File: src/rtl/assert_macros.svh
// Assertion macros shared by the launcher feed sequencer RTL.
// No dependencies; included by the modules that carry checks.
`ifndef ASSERT_MACROS_SVH
`define ASSERT_MACROS_SVH

// Checked only while out of reset.
`define LFS_ASSERT(name, clk, rstn, prop) \
  name: assert property (@(posedge clk) disable iff (!rstn) prop) \
    else $error("lfs assertion failed");

// Checked at every edge, reset included.
`define LFS_ASSERT_ALWAYS(name, clk, prop) \
  name: assert property (@(posedge clk) prop) \
    else $error("lfs assertion failed");

`endif

File: src/rtl/lfs_pkg.sv
// Types, register indexes and reset constants of the launcher feed sequencer.
// No dependencies; imported by every module of the block.
package lfs_pkg;

  localparam int unsigned SpdW   = 20;
  localparam int unsigned ThrW   = 19;
  localparam int unsigned BrakeW = 11;
  localparam int unsigned TickW  = 16;
  localparam int unsigned IdxW   = 3;

  localparam logic [BrakeW-1:0] BrakeMax = '1;
  localparam logic [TickW-1:0]  TickMax  = '1;

  // Register reset values
  localparam logic signed [SpdW-1:0] FirstSpeedRst   = 20'sd0;
  localparam logic signed [SpdW-1:0] SecondSpeedRst  = 20'sd0;
  localparam logic signed [SpdW-1:0] ConveyorUpRst   = 20'sd3200;
  localparam logic signed [SpdW-1:0] ConveyorDownRst = -20'sd6400;
  localparam logic [ThrW-1:0]        IdleThrRst      = 19'd80;
  localparam logic [ThrW-1:0]        MovingThrRst    = 19'd800;
  localparam logic [BrakeW-1:0]      StopLimitRst    = 11'd1000;
  localparam logic [TickW-1:0]       StartupRst      = 16'd5000;

  typedef enum logic [IdxW-1:0] {
    CFG_FIRST_SPEED  = 3'd0,
    CFG_SECOND_SPEED = 3'd1,
    CFG_CONVEYOR_UP  = 3'd2,
    CFG_CONVEYOR_DN  = 3'd3,
    CFG_IDLE_THR     = 3'd4,
    CFG_MOVING_THR   = 3'd5,
    CFG_STOP_LIMIT   = 3'd6,
    CFG_STARTUP      = 3'd7
  } cfg_idx_e;

  // Conveyor feed direction: reverse, idle, forward
  typedef enum logic [1:0] {
    DIR_IDLE = 2'b00,
    DIR_FWD  = 2'b01,
    DIR_REV  = 2'b11
  } feed_dir_e;

  typedef struct packed {
    logic signed [SpdW-1:0] first_speed;
    logic signed [SpdW-1:0] second_speed;
    logic signed [SpdW-1:0] conveyor_up;
    logic signed [SpdW-1:0] conveyor_down;
    logic [ThrW-1:0]        idle_threshold;
    logic [ThrW-1:0]        moving_threshold;
    logic [BrakeW-1:0]      stop_limit;
    logic [TickW-1:0]       startup_ticks;
  } cfg_t;

  typedef struct packed {
    logic                   halt_req;
    logic                   aim_ready;
    logic signed [SpdW-1:0] friction_speed;
    logic signed [SpdW-1:0] conveyor_speed;
  } in_item_t;

  typedef struct packed {
    logic signed [SpdW-1:0] first_cmd;
    logic                   first_release;
    logic signed [SpdW-1:0] second_cmd;
    logic                   second_release;
    logic signed [SpdW-1:0] conveyor_cmd;
    logic                   conveyor_release;
    logic [TickW-1:0]       launches;
  } out_item_t;

  typedef struct packed {
    logic [TickW-1:0]       elapsed_ticks;
    logic [BrakeW-1:0]      brake_count;
    logic                   feed_ready;
    feed_dir_e              feed_direction;
    logic                   block_moving;
    logic [TickW-1:0]       launch_total;
    logic signed [SpdW-1:0] hold;
    logic                   hold_release;
  } seq_state_t;

  // Magnitude of a signed speed; the most negative value maps to 2^19.
  function automatic logic [SpdW-1:0] spd_mag(input logic signed [SpdW-1:0] v);
    logic [SpdW-1:0] r;
    r = v[SpdW-1] ? (~v + 1'b1) : v;
    return r;
  endfunction

endpackage

File: src/rtl/lfs_cfg.sv
// Configuration register file of the launcher feed sequencer.
// Depends on lfs_pkg.
module lfs_cfg import lfs_pkg::*; (
  input  logic                 clk_i,
  input  logic                 rst_ni,
  input  logic                 cfg_valid_i,
  output logic                 cfg_ready_o,
  input  logic [IdxW-1:0]      cfg_index_i,
  input  logic [SpdW-1:0]      cfg_data_i,
  output cfg_t                 cfg_o
);

  cfg_t cfg_q;

  assign cfg_ready_o = 1'b1;
  assign cfg_o       = cfg_q;

  // Register writes, one per transfer
  always_ff @(posedge clk_i or negedge rst_ni) begin
    if (!rst_ni) begin
      cfg_q.first_speed      <= FirstSpeedRst;
      cfg_q.second_speed     <= SecondSpeedRst;
      cfg_q.conveyor_up      <= ConveyorUpRst;
      cfg_q.conveyor_down    <= ConveyorDownRst;
      cfg_q.idle_threshold   <= IdleThrRst;
      cfg_q.moving_threshold <= MovingThrRst;
      cfg_q.stop_limit       <= StopLimitRst;
      cfg_q.startup_ticks    <= StartupRst;
    end else if (cfg_valid_i) begin
      case (cfg_idx_e'(cfg_index_i))
        CFG_FIRST_SPEED:  cfg_q.first_speed      <= signed'(cfg_data_i);
        CFG_SECOND_SPEED: cfg_q.second_speed     <= signed'(cfg_data_i);
        CFG_CONVEYOR_UP:  cfg_q.conveyor_up      <= signed'(cfg_data_i);
        CFG_CONVEYOR_DN:  cfg_q.conveyor_down    <= signed'(cfg_data_i);
        CFG_IDLE_THR:     cfg_q.idle_threshold   <= cfg_data_i[ThrW-1:0];
        CFG_MOVING_THR:   cfg_q.moving_threshold <= cfg_data_i[ThrW-1:0];
        CFG_STOP_LIMIT:   cfg_q.stop_limit       <= cfg_data_i[BrakeW-1:0];
        CFG_STARTUP:      cfg_q.startup_ticks    <= cfg_data_i[TickW-1:0];
        default: ;
      endcase
    end
  end

endmodule

File: src/rtl/lfs_step.sv
// Per-tick decision logic: friction wheel braking, conveyor homing and feed cycle.
// Depends on lfs_pkg; purely combinational, state is held by the top level.
module lfs_step import lfs_pkg::*; (
  input  cfg_t       cfg_i,
  input  seq_state_t st_i,
  input  in_item_t   item_i,
  output seq_state_t st_o,
  output out_item_t  res_o
);

  logic [SpdW-1:0]        fs_mag, cv_mag;
  logic                   cv_zero;
  logic signed [SpdW-1:0] down_adj, down_half;

  assign fs_mag  = spd_mag(item_i.friction_speed);
  assign cv_mag  = spd_mag(item_i.conveyor_speed);
  assign cv_zero = (item_i.conveyor_speed == '0);

  // Return speed halved, rounded toward zero
  assign down_adj  = cfg_i.conveyor_down + signed'({{(SpdW-1){1'b0}}, cfg_i.conveyor_down[SpdW-1]});
  assign down_half = {down_adj[SpdW-1], down_adj[SpdW-1:1]};

  always_comb begin
    seq_state_t nx;
    logic signed [SpdW-1:0] c1, c2;
    logic r1, r2;

    nx = st_i;
    c1 = '0;
    c2 = '0;
    r1 = 1'b1;
    r2 = 1'b1;

    if (st_i.elapsed_ticks != TickMax) begin
      nx.elapsed_ticks = st_i.elapsed_ticks + 1'b1;
    end

    if (item_i.halt_req) begin
      nx.hold         = '0;
      nx.hold_release = 1'b1;
    end else begin
      // Friction wheels
      if (item_i.aim_ready) begin
        c1 = cfg_i.first_speed;
        c2 = cfg_i.second_speed;
        r1 = 1'b0;
        r2 = 1'b0;
        nx.brake_count = '0;
      end else if (fs_mag <= {1'b0, cfg_i.idle_threshold} ||
                   st_i.brake_count > cfg_i.stop_limit) begin
        r1 = 1'b1;
        r2 = 1'b1;
      end else begin
        r1 = 1'b0;
        r2 = 1'b0;
        if (st_i.brake_count != BrakeMax) begin
          nx.brake_count = st_i.brake_count + 1'b1;
        end
      end

      // Conveyor: homing, then the push / reverse / ready cycle
      if (st_i.launch_total == '0 && st_i.elapsed_ticks < cfg_i.startup_ticks) begin
        nx.hold         = down_half;
        nx.hold_release = 1'b0;
      end else begin
        if (st_i.launch_total == '0) begin
          nx.hold           = '0;
          nx.hold_release   = 1'b1;
          nx.feed_ready     = 1'b1;
          nx.feed_direction = DIR_IDLE;
        end
        if (cv_mag > {1'b0, cfg_i.moving_threshold}) begin
          nx.block_moving = 1'b1;
        end
        if (nx.feed_ready) begin
          if (item_i.aim_ready) begin
            nx.hold           = cfg_i.conveyor_up;
            nx.hold_release   = 1'b0;
            nx.feed_direction = DIR_FWD;
          end else begin
            nx.block_moving = 1'b0;
          end
        end
        // Push finished: count the launch and reverse
        if (nx.feed_direction == DIR_FWD && nx.block_moving && cv_zero) begin
          nx.feed_ready = 1'b0;
          if (nx.launch_total != TickMax) begin
            nx.launch_total = nx.launch_total + 1'b1;
          end
          nx.feed_direction = DIR_REV;
          nx.block_moving   = 1'b0;
        end
        if (nx.feed_direction == DIR_REV) begin
          nx.hold         = cfg_i.conveyor_down;
          nx.hold_release = 1'b0;
          if (nx.block_moving && cv_zero) begin
            nx.hold           = '0;
            nx.hold_release   = 1'b1;
            nx.block_moving   = 1'b0;
            nx.feed_ready     = 1'b1;
            nx.feed_direction = DIR_IDLE;
          end
        end
        if (nx.feed_direction == DIR_IDLE) begin
          nx.hold         = '0;
          nx.hold_release = 1'b1;
        end
      end
    end

    st_o = nx;
    res_o.first_cmd        = c1;
    res_o.first_release    = r1;
    res_o.second_cmd       = c2;
    res_o.second_release   = r2;
    res_o.conveyor_cmd     = nx.hold_release ? '0 : nx.hold;
    res_o.conveyor_release = nx.hold_release;
    res_o.launches         = nx.launch_total;
  end

endmodule

File: src/rtl/launcher_feed_sequencer_top.sv
// Top level of the launcher feed sequencer: input register, state, result register.
// Depends on lfs_pkg, assert_macros.svh, lfs_cfg and lfs_step.

// One item per control tick produces exactly one result. An item is taken into
// an input register, decided combinationally by the tick logic against the
// stored sequencer state, and its result lands in the output register when
// that register is empty or being drained, and is offered from there. A new
// item is accepted every cycle; the only thing that holds items back is the
// output stall, which backs up through the two registers. Configuration
// registers are always ready and take effect for the next item decided. Reset
// brings the block up in conveyor homing with all motors released.
`include "assert_macros.svh"

module launcher_feed_sequencer_top import lfs_pkg::*; (
  input  logic            clk_i,
  input  logic            rst_ni,
  input  logic            in_valid_i,
  output logic            in_stall_o,
  input  in_item_t        in_data_i,
  output logic            out_valid_o,
  input  logic            out_stall_i,
  output out_item_t       out_data_o,
  input  logic            cfg_valid_i,
  output logic            cfg_ready_o,
  input  logic [IdxW-1:0] cfg_index_i,
  input  logic [SpdW-1:0] cfg_data_i
);

  cfg_t       cfg;
  in_item_t   in_q;
  logic       in_vld_q;
  out_item_t  out_q, res;
  logic       out_vld_q;
  seq_state_t st_q, st_d;
  logic       adv;

  lfs_cfg u_cfg (
    .clk_i       (clk_i),
    .rst_ni      (rst_ni),
    .cfg_valid_i (cfg_valid_i),
    .cfg_ready_o (cfg_ready_o),
    .cfg_index_i (cfg_index_i),
    .cfg_data_i  (cfg_data_i),
    .cfg_o       (cfg)
  );

  lfs_step u_step (
    .cfg_i  (cfg),
    .st_i   (st_q),
    .item_i (in_q),
    .st_o   (st_d),
    .res_o  (res)
  );

  // Input stage moves on when the result register is empty or being drained
  assign adv        = in_vld_q && (!out_vld_q || !out_stall_i);
  assign in_stall_o = in_vld_q && !adv;

  // Input register
  always_ff @(posedge clk_i or negedge rst_ni) begin
    if (!rst_ni) begin
      in_vld_q <= 1'b0;
    end else if (in_valid_i && !in_stall_o) begin
      in_vld_q <= 1'b1;
    end else if (adv) begin
      in_vld_q <= 1'b0;
    end
  end

  always_ff @(posedge clk_i) begin
    if (in_valid_i && !in_stall_o) begin
      in_q <= in_data_i;
    end
  end

  // Sequencer state, updated once per decided item
  always_ff @(posedge clk_i or negedge rst_ni) begin
    if (!rst_ni) begin
      st_q.elapsed_ticks  <= '0;
      st_q.brake_count    <= '0;
      st_q.feed_ready     <= 1'b0;
      st_q.feed_direction <= DIR_REV;
      st_q.block_moving   <= 1'b0;
      st_q.launch_total   <= '0;
      st_q.hold           <= '0;
      st_q.hold_release   <= 1'b1;
    end else if (adv) begin
      st_q <= st_d;
    end
  end

  // Result register
  always_ff @(posedge clk_i or negedge rst_ni) begin
    if (!rst_ni) begin
      out_vld_q <= 1'b0;
    end else if (adv) begin
      out_vld_q <= 1'b1;
    end else if (!out_stall_i) begin
      out_vld_q <= 1'b0;
    end
  end

  always_ff @(posedge clk_i) begin
    if (adv) begin
      out_q <= res;
    end
  end

  assign out_valid_o = out_vld_q;
  assign out_data_o  = out_q;

  // Checks
  `LFS_ASSERT_ALWAYS(a_reset_empty, clk_i, !rst_ni |=> !in_vld_q && !out_vld_q)
  `LFS_ASSERT(a_state_holds, clk_i, rst_ni, !adv |=> $stable(st_q))
  `LFS_ASSERT(a_result_follows, clk_i, rst_ni, adv |=> out_vld_q)
  `LFS_ASSERT(a_launch_monotonic, clk_i, rst_ni,
              1'b1 |=> st_q.launch_total >= $past(st_q.launch_total))
  `LFS_ASSERT(a_released_zero, clk_i, rst_ni, st_q.hold_release |-> st_q.hold == '0)

endmodule

File: config.mk
export PLATFORM = sky130hd
export DESIGN_NAME = launcher_feed_sequencer_top
export DESIGN_NICKNAME = d
export VERILOG_FILES = /design/src/rtl/lfs_pkg.sv /design/src/rtl/lfs_cfg.sv /design/src/rtl/lfs_step.sv /design/src/rtl/launcher_feed_sequencer_top.sv
export VERILOG_INCLUDE_DIRS = /design/src /design/src/rtl
export SDC_FILE = /design/constraint.sdc
export NUM_CORES = 1
export LEC_CHECK = 0
export BUFFER_PORTS_ARGS = -buffer_cell sky130_fd_sc_hd__buf_2
export CORE_ASPECT_RATIO = 0.8
export CORE_UTILIZATION = 60
export CTS_CLUSTER_SIZE = 12
export DETAILED_ROUTE_END_ITERATION = 12
export PLACE_DENSITY = 0.79
export SLEW_MARGIN = 20
export SYNTH_ARGS = -nofsm -noshare
export SYNTH_HDL_FRONTEND = slang
export SYNTH_SLANG_ARGS = --single-unit
File: constraint.sdc
create_clock -name clk_i -period 8.8 [get_ports clk_i]
set_input_delay 1.76 -clock clk_i [delete_from_list [all_inputs] [get_ports clk_i]]
set_output_delay 1.76 -clock clk_i [all_outputs]
set_load 0.01 [all_outputs]
Word level (Yosys, flattened, before mapping)
Index checks and enable logic that the tools add are counted.

Register bits: 335. Input bits: 70. Output and inout port bits: 82. Word-level logic and storage cells: 126.

Add/subtract/negate cells: 6. $lt $le $gt $ge: 4. Equal/unequal tests: 14. Multiplexer cells: 38. Bitwise gates (word level): 5. Reductions and logical operators: 31.

Operator list (number): two-way mux 21 bit (8); two-way mux 20 bit (5); two-way mux 16 bit (3); adder 20 x 1 -> 20 bit (second input constant) (2); NOT 20 bit (2); two-way mux 11 bit (3); adder 16 x 1 -> 16 bit (second input constant) (2); != test 16 bit (second input constant) (2); adder 20 x 2 -> 20 bit (1); > comparator 20 x 19 -> 1 bit (1); less-or-equal comparator 20 x 19 -> 1 bit (1); logical NOT 20 bit (1); two-way mux 3 bit (6); AND reduction 2 bit (9); logical NOT 16 bit (1); less-than comparator 16 bit (1); two-way mux 4 bit (4); == test 3 bit (second input constant) (4); adder 11 x 1 -> 11 bit (second input constant) (1); > comparator 11 bit (1); != test 11 bit (second input constant) (1); two-way mux 1 bit (8); logical AND 1 bit (7); == test 3 x 2 -> 1 bit (second input constant) (2); 15 further kinds (22).

Longest topological paths before layout
Gate-level depths: netlist of run 1.

Word-level depth: 24. Gate-level depth with buffers: 19. Depth with buffers taken out: 17.

By module
A second synthesis of run 1 with hierarchy kept.

Cells, all modules: 1426. Area total of the unflattened synthesis: 17225.3 µm².

Modules (own cells, without submodules): launcher_feed_sequencer_top (times used 1, cells each 272, area an instance 6262.3 µm², sequential area each 5388.9 µm²); lfs_cfg (times used 1, cells each 314, area an instance 5482.8 µm², sequential area each 3664.8 µm²); lfs_step (times used 1, cells each 840, area an instance 5480.3 µm², sequential area each 0.0 µm²).

Worst setup path after synthesis of run 1
No wires, ideal clock.

Kind: reg2reg. From: register in_q[9] (netlist name). To: register out_q (netlist bit out_data_o[19]), data pin. Setup time: 266 ps. Arrival: 3835 ps. Data required time: 8534 ps. Setup slack: 4699 ps. Cell stages (with the launch flop): 17. Path buffers: 1. Period minus slack after synthesis: 4101 ps. Path through: edfxtp_1 or4_4 nor3_4 nand2b_2 o41ai_1 xnor2_1 ha_1 nand3_1 o221ai_1 or3_1 a211oi_2 o21a_4 a22oi_2 a211oi_1 or2_1 clkbuf_1 nor2_1.

Word-level cells in the longest chain between the ends: 23. Elaborated cells on any way between the ends: 27.

Ends and longest elaborated chain: start, declared (line launcher_feed_sequencer_top.sv:30) `in_item_t in_q;`; start signal, assigned (line launcher_feed_sequencer_top.sv:72) `in_q <= in_data_i;`; NOT 20 bit (line lfs_pkg.sv:84) `r = v[SpdW-1] ? (~v + 1'b1) : v;`; adder 20 x 1 -> 20 bit (line lfs_pkg.sv:84); two-way mux 20 bit (line lfs_pkg.sv:84); > comparator 20 x 19 -> 1 bit (line lfs_step.sv:72) `if (cv_mag > {1'b0, cfg_i.moving_threshold}) begin`; two-way mux 1 bit (line lfs_step.sv:72); two-way mux 1 bit (line lfs_step.sv:76) `if (item_i.aim_ready) begin`; two-way mux 3 bit (line lfs_step.sv:75) `if (nx.feed_ready) begin`; two-way mux 3 bit (line lfs_step.sv:62) `if (st_i.launch_total == '0 && st_i.elapsed_ticks < cfg_i.startup_ticks) begin`; (+7 left out); two-way mux 4 bit (line lfs_step.sv:96) `if (nx.block_moving && cv_zero) begin`; two-way mux 4 bit (line lfs_step.sv:93) `if (nx.feed_direction == DIR_REV) begin`; two-way mux 4 bit (line lfs_step.sv:62); two-way mux 4 bit (line lfs_step.sv:38) `if (item_i.halt_req) begin`; logical NOT 2 bit (line lfs_step.sv:104) `if (nx.feed_direction == DIR_IDLE) begin`; two-way mux 21 bit * (line lfs_step.sv:104); two-way mux 21 bit * (line lfs_step.sv:62); two-way mux 21 bit * (line lfs_step.sv:38); end signal, assigned (line launcher_feed_sequencer_top.sv:105) `out_q <= res;`; end, declared (line launcher_feed_sequencer_top.sv:32) `out_item_t out_q, res;`.

Mark *: on every way between the ends. The rest lies on a longest branch, timed or not. The select of a mux whose other input is x is not followed. A chain may end at the register's enable or synchronous reset.

Worst setup path in the final report of run 1
From: register in_q[9] (netlist name). To: register out_q (netlist bit out_data_o[22]), data pin.

The elaborated chain is that of the path after synthesis.

==> out/results.tsv, run 1 <==
stage	metric	value	unit
run_status	status	complete, no violations	
power	powerDensity	225	nW/µm²
finish	seqCellArea	9020	µm²
global_route	antenna_found_initial	2	
clocking	clk_latency	520	ps
clocking	cts_buffers	36	
logic_synthesis	synth_area_per_cell	11.5	µm²
global_route	grt_pass1_vias	11900	
routing	wl	40600	µm
critical_path	crit_path_start_kind	flop	
die	io_pins	152	
power	peakVddDrop	0.164	mV
clocking	clk_path_buf_depth	3	
power	leakage	0.00801	µW
routing	drt_iter0_markers	1104	
sta	finalHoldViolations	0	
place	io_buffers	150	
critical_path	arrival	5340	ps
logic_synthesis	synth-main-ff-cell	dfrtp_1	
sta	rsz0062_at_grt	false	
die	rows	54	
sta	finalSetupTns	0	ps
sta	maxSlewViolCount	0	
finish	syn_to_final_growth	12.5	%
die	core_area	27400	µm²
clocking	root_buffer	clkbuf_16	
die	dieWidth	189	µm
logic_synthesis	synth_enable_flop_cells	120	
global_route	top_usage_layer	met2	
clocking	post_cts_resize_count	0	
logic_synthesis	yosysMostFrequentCell	dfrtp_1	
global_route	met3_usage	6.05	%
sta	setup_viol	0	
clocking	cts.sink_count	335	
routing	drt-pass1-iter-count	5	
critical_path	critPathMaxStageDelay	690	ps
global_route	met1_usage	42.0	%
sta	worstMarginPinSlew	1050	ps
logic_synthesis	syn_nets	1603	
critical_path	worstSetupPathType	reg -> reg	
global_route	track_usage	29.2	%
place	place_ws	3660	ps
sta	fin_hold_ws	490	ps
finish	multiInputGateArea	7210	µm²
sta	finalCritPeriodShare	58.0	%
die	die_area	28700	µm²
logic_synthesis	ys_warn_count	0	
routing	remaining_drc_errors	0	
logic_synthesis	yosysTopAreaCellShare	27.2	%
finish	fillers	2024	
finish	drive_above_1_share	26.1	%
sta	finalWorstSetupSlack	3700	ps
sta	fmax	0.196	GHz
sta	finalClockSkew	17.0	ps
critical_path	worst_setup_path_end_kind	flop	
critical_path	critPathSlowestCell	or2_1	
clocking	cts_tree	yes	
logic_synthesis	synth_cells	1462	
logic_synthesis	synthDistinctLibCells	95	
clocking	htree_levels	2	
global_route	grt_max_degree	85	
critical_path	worst-path-buf-inv	1	
job	maxCapViolCount	0	
global_route	grtUsageMet2	44.4	%
logic_synthesis	syn_area	16800	µm²
sta	fin_crit	5100	ps
clocking	holdBufCountCts	0	
finish	nets	1735	
clocking	cts_post_setup_buffers_inserted	0	
logic_synthesis	synth_seq_cells	335	
die	initial_core_util	61.4	%
logic_synthesis	synth-async-reset-ratio	64.2	%
min_path	min_path_type	reg -> reg	
routing	vias_per_cell	6.06	
place	gp_congestion	0.908	
critical_path	cp_cell_sequence	or4_4 -> nor3_4 -> nand2b_2 -> o41ai_1 -> xnor2_1 -> ha_1 -> nand3_1 -> o221ai_1 -> or3_1 -> a211oi_2 -> o21a_4 -> a22oi_2 -> buf_8 -> a211oi_1 -> or2_1 -> nor2_1	
critical_path	critical-path-top-delay-family	simple AND/OR/NAND/NOR gates	
critical_path	worst_ep_required_time	9040	ps
global_route	grt_pass1_wl	65100	µm
logic_synthesis	ys_seq_area_share	53.6	%
routing	post_drt_wl_per_cell	20.5	µm
finish	diodes	0	
logic_synthesis	synth_area_leaders	dfrtp_1, edfxtp_1, mux2_2	
routing	vias	12000	
sta	max-slew-margin-rel	29.7	%
logic_synthesis	synthTopCellsByCount	dfrtp_1, nand2_1, mux2_2	
logic_synthesis	yosys.area.top_type	dfrtp_1	
global_route	grt_overflow	0	
clocking	cts.clk_slew.worst_paths	60	ps
critical_path	crit_path_max_fanout	20	
place	hpwl	27500	µm
routing	drtAntennaViolNets	0	
die	die_h	152	µm
-- worst paths after layout --
check,cells past startpoint,from,slack [ps],end
hold / removal,2,st_q[4]$_DFFE_PN0P_,490,st_q[4]$_DFFE_PN0P_
max in group asynchronous,2,rst_ni,6080,u_cfg.cfg_o[142]$_DFFE_PN0P_
setup reg to reg,16,in_q[9]$_DFFE_PP_,3700,out_data_o[22]$_SDFFCE_PP0P_
hold reg to reg,2,st_q[4]$_DFFE_PN0P_,490,st_q[4]$_DFFE_PN0P_
setup / recovery,16,in_q[9]$_DFFE_PP_,3700,out_data_o[22]$_SDFFCE_PP0P_
min in group asynchronous,1,rst_ni,1300,st_q[49]$_DFFE_PN0P_
-- metal layers --
metal	part of all wire (%)	vias up
li1	-	5504
met1	44	5959
met2	45	486
met3	8.2	75
met4	2.6	0
met5	0	-
-- final cells by class --
cell class              count  share of cell area, %
well taps                 364                   2.40
inverters                  78                   1.56
multi-input cells         982                   38.1
repair buffers            161                   4.50
flip-flops and latches    335                   47.6
clock inverters            11                  0.628
clock buffers              52                   5.18
-- stage by stage --
step	area [µm²]	utilization, %	std cells	total power (µW)
2_1_floorplan	16800	-	1462	2570
5_1_grt	18900	69.1	1983	4470
3_3_place_gp	17800	64.9	1918	2800
3_5_place_dp	17800	64.9	1918	2840
4_1_cts	18900	69.0	1981	4280
6_report	18900	69.1	1983	4270
-- placed cells by master (no fill, tap or decap), types with 13 or more instances in the layout --
cell type / count
dfstp_2: 32
clkbuf_1: 14
nand2_1: 147
and3_1: 17
mux2_2: 129
nand2b_1: 13
nor3_1: 13
o21ai_0: 44
a21oi_1: 76
xor2_1: 18
a221oi_1: 13
and2_1: 44
dfrtp_1: 183
xnor2_1: 71
ha_1: 71
nor2_1: 64
buf_2: 149
inv_1: 77
clkbuf_16: 36
nand3_1: 47
nand4_1: 25
o221ai_1: 19
edfxtp_1: 120
-- worst register-to-register path, stage by stage, from the launching register on --
cell and delay, ps:
edfxtp_1 430, or4_4 590, nor3_4 180, nand2b_2 130
o41ai_1 320, xnor2_1 170, ha_1 250, nand3_1 120
o221ai_1 160, or3_1 400, a211oi_2 260, o21a_4 220
a22oi_2 170, buf_8 220, a211oi_1 380, or2_1 690
nor2_1 140
-- cell families (layout without fill, tap and decap cells) --
logic type               after synthesis  after routing  share of synthesized area [%]
multiplexers                         137            137                           9.17
AO/OA/AOI/OAI                        233            233                           9.33
adder cells (fa/ha/maj)               71             71                           5.28
AND/OR/NAND/NOR                      451            451                           14.2
flip-flops                           335            335                           53.6
XOR/XNOR                              89             89                           4.63
buffers and inverters                145            302                           3.72
other                                  1              1                         0.0223
-- state kept, by name, indices dropped and copies added, names as in the netlist --
register	count
in_q	42
in_vld_q	1
out_data_o	78
out_valid_o	1
st_q	68
u_cfg.cfg_o	145
-- power breakdown --
part / internal, µW / total, µW / switching, µW
clock: 836 / 1440 / 604
sequential: 1890 / 2060 / 174
combinational: 346 / 764 / 418
total: 3070 / 4270 / 1200
Power figures use the tool's default switching activity.
==> run 2: changes to the inputs <==
clock period = 4.88 ns   (was 8.8 ns; I/O delays follow)
==> run 2 against run 1 <==
Effect of this change: worst setup slack got worse by 3300 ps; first-iteration DRC count fell by 22%; non-clock buffer count rose by 13; clock power rose by 94%; combinational power rose by 82%; sequential cell count did not move; clock-buffer cell count rose by 4; final cell count rose by 0.81%; cell area rose by 1.2%; worst hold slack got worse by 100 ps; sequential power rose by 80%; utilization rose by 0.83 points.
==> out/results.tsv, run 2 (synthesis gave the netlist of run 1 again) <==
stage	metric	value	unit
finish	nets	1748	
routing	drt_iter0_markers	858	
critical_path	worstSetupPathType	reg -> reg	
clocking	cts.clk_slew.worst_paths	60	ps
critical_path	cp_cell_sequence	or3_1 -> nor4_1 -> nand2_1 -> o21ai_0 -> xnor2_1 -> ha_1 -> nand3_1 -> nor3_1 -> nor3_1 -> a31o_1 -> o21ai_1 -> nand3_1 -> a211oi_1 -> or2_1 -> buf_4 -> nor2_1	
die	die_area	28700	µm²
global_route	antenna_found_initial	2	
critical_path	critPathSlowestCell	edfxtp_1	
clocking	root_buffer	clkbuf_16	
routing	wl	41000	µm
routing	remaining_drc_errors	0	
routing	drt-pass1-iter-count	5	
place	io_buffers	150	
critical_path	crit_path_max_fanout	20	
power	swShare	27.7	%
critical_path	crit_start	in_q[2]$_DFFE_PP_	
critical_path	worst-path-buf-inv	1	
global_route	grt_pass1_vias	12200	
die	core_area	27400	µm²
global_route	grt_max_degree	123	
sta	setup_viol	0	
clocking	clk_latency	540	ps
routing	vias_per_cell	6.08	
critical_path	worst_setup_path_end_kind	flop	
clocking	htree_levels	2	
die	io_pins	152	
min_path	min_path_type	in -> async	
sta	finalHoldViolations	0	
critical_path	worst_ep_required_time	5160	ps
routing	vias	12200	
sta	finalCritPeriodShare	90.9	%
power	seqPwrFrac	47.0	%
clocking	clk_path_buf_depth	3	
critical_path	crit_path_start_kind	flop	
finish	layout_common_cells	dfrtp_1, buf_2, nand2_1, mux2_2, edfxtp_1	
clocking	cts.sink_count	335	
die	rows	54	
power	pwr-share-comb	17.6	%
finish	drive_above_1_share	26.4	%
power	power.internal	5720	µW
routing	post_drt_wl_per_cell	20.5	µm
place	gp_congestion	0.898	
critical_path	r2r-start	in_q[2]$_DFFE_PP_	
power	powerDensity	412	nW/µm²
global_route	grt_overflow	0	
finish	final_cells	1999	
finish	fin_util	69.9	%
sta	fmax	0.225	GHz
clocking	cts_tree	yes	
sta	worstMarginPinSlew	1050	ps
job	maxCapViolCount	0	
finish	syn_to_final_growth	13.9	%
global_route	track_usage	29.5	%
critical_path	critPathMaxStageDelay	440	ps
routing	drtAntennaViolNets	0	
global_route	grt_pass1_wl	66300	µm
place	hpwl	27200	µm
clocking	post_cts_resize_count	0	
clocking	cts_buffers	36	
finish	final_cell_area	19200	µm²
finish	diodes	0	
power	clockPowerShare	35.5	%
critical_path	critical-path-top-delay-family	simple AND/OR/NAND/NOR gates	
critical_path	arrival	4720	ps
die	initial_core_util	61.4	%
sta	rsz0062_at_grt	false	
clocking	cts_post_setup_buffers_inserted	0	
clocking	holdBufCountCts	0	
sta	maxSlewViolCount	0	
sta	finalClockSkew	19.2	ps
sta	max-slew-margin-rel	29.7	%
sta	finalSetupTns	0	ps
die	die_h	152	µm
finish	final_common_cell	dfrtp_1	
sta	fin_crit	4440	ps
die	dieWidth	189	µm
finish	largest_reg_flops	145	
power	netSwitchingPower	2190	µW
finish	fillers	2008	
run_status	status	complete, no violations	
power	peakVddDrop	0.359	mV
place	place_area	17900	µm²
power	leakage	0.00812	µW
sta	fin_hold_ws	390	ps
place	dpl.cell_count	1931	
## run 2: cell type report
| cell class | count | area, µm² | share of cell area (%) |
|---|---|---|---|
| flip-flops and latches | 335 | 9020 | 47.1 |
| multi-input cells | 982 | 7210 | 37.6 |
| repair buffers | 174 | 988 | 5.16 |
| clock buffers | 56 | 1040 | 5.42 |
| inverters | 78 | 295 | 1.54 |
| clock inverters | 10 | 156 | 0.816 |
| well taps | 364 | 455 | 2.38 |
## run 2: final timing paths
path	endpoint	slack, ps	cells after the start
worst max-delay path	out_data_o[22]$_SDFFCE_PP0P_	440	16
worst min-delay path	st_q[49]$_DFFE_PN0P_	390	1
worst max register to register	out_data_o[22]$_SDFFCE_PP0P_	440	16
worst min register to register	st_q[8]$_DFFE_PN0P_	490	2
max in group asynchronous	u_cfg.cfg_o[52]$_DFFE_PN1P_	3260	3
min in group clk_i	st_q[8]$_DFFE_PN0P_	490	2
## run 2: metrics by stage
stage | setup WS (ps) | total power [µW]
3_5_place_dp | 456 | 5120
4_1_cts | 447 | 7920
2_1_floorplan | 779 | 4630
5_1_grt | 99.2 | 8260
3_3_place_gp | 567 | 5030
6_report | 443 | 7910
## run 2: layer usage
layer,wire (µm),GRT usage (%),up-vias
met4,1020,9.18,0
met3,3260,6.38,70
met2,18700,46.1,463
met1,18000,41.4,6073
li1,-,-,5548
met5,0,0,-
## run 2: power by group through the flow
stage / Clock [µW] / Sequential [µW] / Combinational [µW]
floorplan: 0 / 3680 / 952
global placement: 0 / 3730 / 1300
detailed placement: 0 / 3750 / 1370
CTS: 2830 / 3710 / 1390
global route: 2940 / 3770 / 1550
finish: 2800 / 3710 / 1390
## run 2: worst reg2reg max path: cells and delay by family, from the launching register on
kind / cells / cell delay, ps
compound gates: 4 / 1270
xor+xnor: 1 / 120
fa+ha+maj: 1 / 300
buf+inv: 1 / 250
flops: 1 / 440
simple gates: 9 / 1840
==> run 3: changes to the inputs <==
BUFFER_PORTS_ARGS = -buffer_cell sky130_fd_sc_hd__clkbuf_2   (was -buffer_cell sky130_fd_sc_hd__buf_2)
==> run 3 against run 2 <==
Effect of this change: combinational power is essentially flat; power shrank 2.7%; register-to-register slack lost 98 ps; cell area shrank 0.68%; sequential cell count is the same; critical endpoint is now out_data_o[24]$_SDFFCE_PP0P_.
==> out/results.tsv, run 3 (synthesis gave the netlist of run 1 again) <==
stage	metric	value	unit
routing	vias	12100	
sta	finalHoldViolations	0	
clocking	clk_latency	520	ps
sta	setup_viol	0	
sta	finalWorstSetupSlack	345	ps
clocking	cts_tree	yes	
routing	drt-pass1-iter-count	5	
finish	drive_above_1_share	26.5	%
power	leakage	0.00809	µW
clocking	clk_path_buf_depth	3	
place	io_buffers	150	
critical_path	reg2reg_setup_slack	340	ps
sta	fin_hold_ws	483	ps
routing	remaining_drc_errors	0	
finish	nets	1749	
power	powerDensity	404	nW/µm²
critical_path	worst_setup_path_end_kind	flop	
power	peakVddDrop	0.301	mV
sta	finalClockSkew	27.0	ps
sta	maxSlewViolCount	0	
clocking	cts.sink_count	335	
die	die_area	28700	µm²
clocking	htree_levels	2	
finish	seqCellArea	9020	µm²
clocking	cts_post_setup_buffers_inserted	0	
die	die_h	152	µm
critical_path	arrival	4800	ps
place	hpwl	27300	µm
global_route	grt_pass1_vias	12100	
clocking	cts_buffers	36	
global_route	track_usage	29.2	%
run_status	status	complete, no violations	
job	maxCapViolCount	0	
place	place_ws	367	ps
critical_path	crit_path_start_kind	flop	
finish	final_common_cell	dfrtp_1	
critical_path	crit_start	in_q[9]$_DFFE_PP_	
critical_path	worstSetupPathType	reg -> reg	
die	core_area	27400	µm²
clocking	root_buffer	clkbuf_16	
die	rows	54	
routing	drt_iter0_markers	936	
routing	drtAntennaViolNets	0	
sta	rsz0062_at_grt	false	
finish	multiInputGateArea	7210	µm²
critical_path	worst_ep_required_time	5140	ps
routing	post_drt_wl_per_cell	20.4	µm
routing	vias_per_cell	6.03	
sta	finalSetupTns	0	ps
min_path	hold_start	in_vld_q$_DFFE_PN0P_	
finish	diodes	0	
die	dieWidth	189	µm
critical_path	crit_path_max_fanout	17	
place	gp_congestion	0.907	
finish	syn_to_final_growth	13.1	%
global_route	grt_overflow	0	
finish	largest_reg_flops	145	
finish	fillers	2029	
clocking	cts.clk_slew.worst_paths	60	ps
sta	finalCritPeriodShare	92.9	%
sta	fmax	0.220	GHz
clocking	holdBufCountCts	0	
critical_path	r2r-start	in_q[9]$_DFFE_PP_	
die	initial_core_util	61.4	%
die	io_pins	152	
sta	worstMarginPinSlew	1030	ps
global_route	grt_max_degree	106	
finish	layout_common_cells	dfrtp_1, clkbuf_2, nand2_1, mux2_2, edfxtp_1	
global_route	grt_pass1_wl	65200	µm
sta	max-slew-margin-rel	31.0	%
sta	fin_crit	4540	ps
global_route	antenna_found_initial	4	
min_path	min_path_type	reg -> reg	
routing	wl	40900	µm
==> run 3: cell types whose count changed in the layout (fill, tap and decap cells not counted), sizes merged <==
cell,previous run,this run
inv,78,79
buf,173,25
bufinv,4,1
clkbuf,57,206
clkinv,6,7
==> run 3: metal layers <==
| metal | up-vias | wire [µm] | global-route usage, % |
|---|---|---|---|
| li1 | 5541 | - | - |
| met1 | 5940 | 17500 | 40.6 |
| met2 | 501 | 18600 | 45.4 |
| met3 | 77 | 3710 | 7.44 |
| met4 | 2 | 951 | 8.41 |
| met5 | - | 13 | 0 |
==> run 3: critical path: stages (launching register included) <==
cell and delay (ps):
edfxtp_1 430, or4_4 590, nor3_4 170, nand2b_2 120, o41ai_1 320, xnor2_1 190, ha_1 260, nand3_1 120
o221ai_1 160, or3_1 400, a211oi_2 280, o21a_4 210, a22oi_2 90, buf_4 180, nor3b_4 150, buf_4 200
a221oi_1 310, nor2_1 70
==> run 3: layout make-up <==
type	instances	share of cell area, %
well taps	364	2.39
flip-flops and latches	335	47.4
clock inverters	9	0.434
multi-input cells	982	37.9
clock buffers	56	5.28
repair buffers	175	5.06
inverters	78	1.55
==> run 3: path summary, 6_finish.rpt <==
| path | end | cells after the start |
|---|---|---|
| setup / recovery | out_data_o[24]$_SDFFCE_PP0P_ | 17 |
| hold / removal | out_valid_o$_DFFE_PN0P_ | 1 |
| setup reg to reg | out_data_o[24]$_SDFFCE_PP0P_ | 17 |
| hold reg to reg | out_valid_o$_DFFE_PN0P_ | 1 |
| max in group asynchronous | u_cfg.cfg_o[52]$_DFFE_PN1P_ | 2 |
| min in group asynchronous | st_q[24]$_DFFE_PN0P_ | 1 |
==> run 3: power breakdown <==
part | switching [µW] | internal, µW | leakage (µW) | total, µW
registers | 314 | 3410 | 0.00381 | 3720
logic | 751 | 633 | 0.00375 | 1380
clock network | 1110 | 1480 | 0.000530 | 2590
==> run 3: repair_timing <==
action | in CTS | in global routing
endpoints found under the hold margin | 0 | 0
resized for setup | 0 | 1
setup endpoints to repair | 0 | 1
==> run 3: metrics by stage <==
stage                     instances  total power (µW)  area (µm²)  util (%)
after floorplan                1462              4630       16800         -
final                          1999              7690       19000      69.4
after CTS                      1998              7710       19000      69.4
after detailed placement       1933              5130       17900      65.4
after global placement         1933              5040       17900      65.4
after global routing           1999              8050       19000      69.4
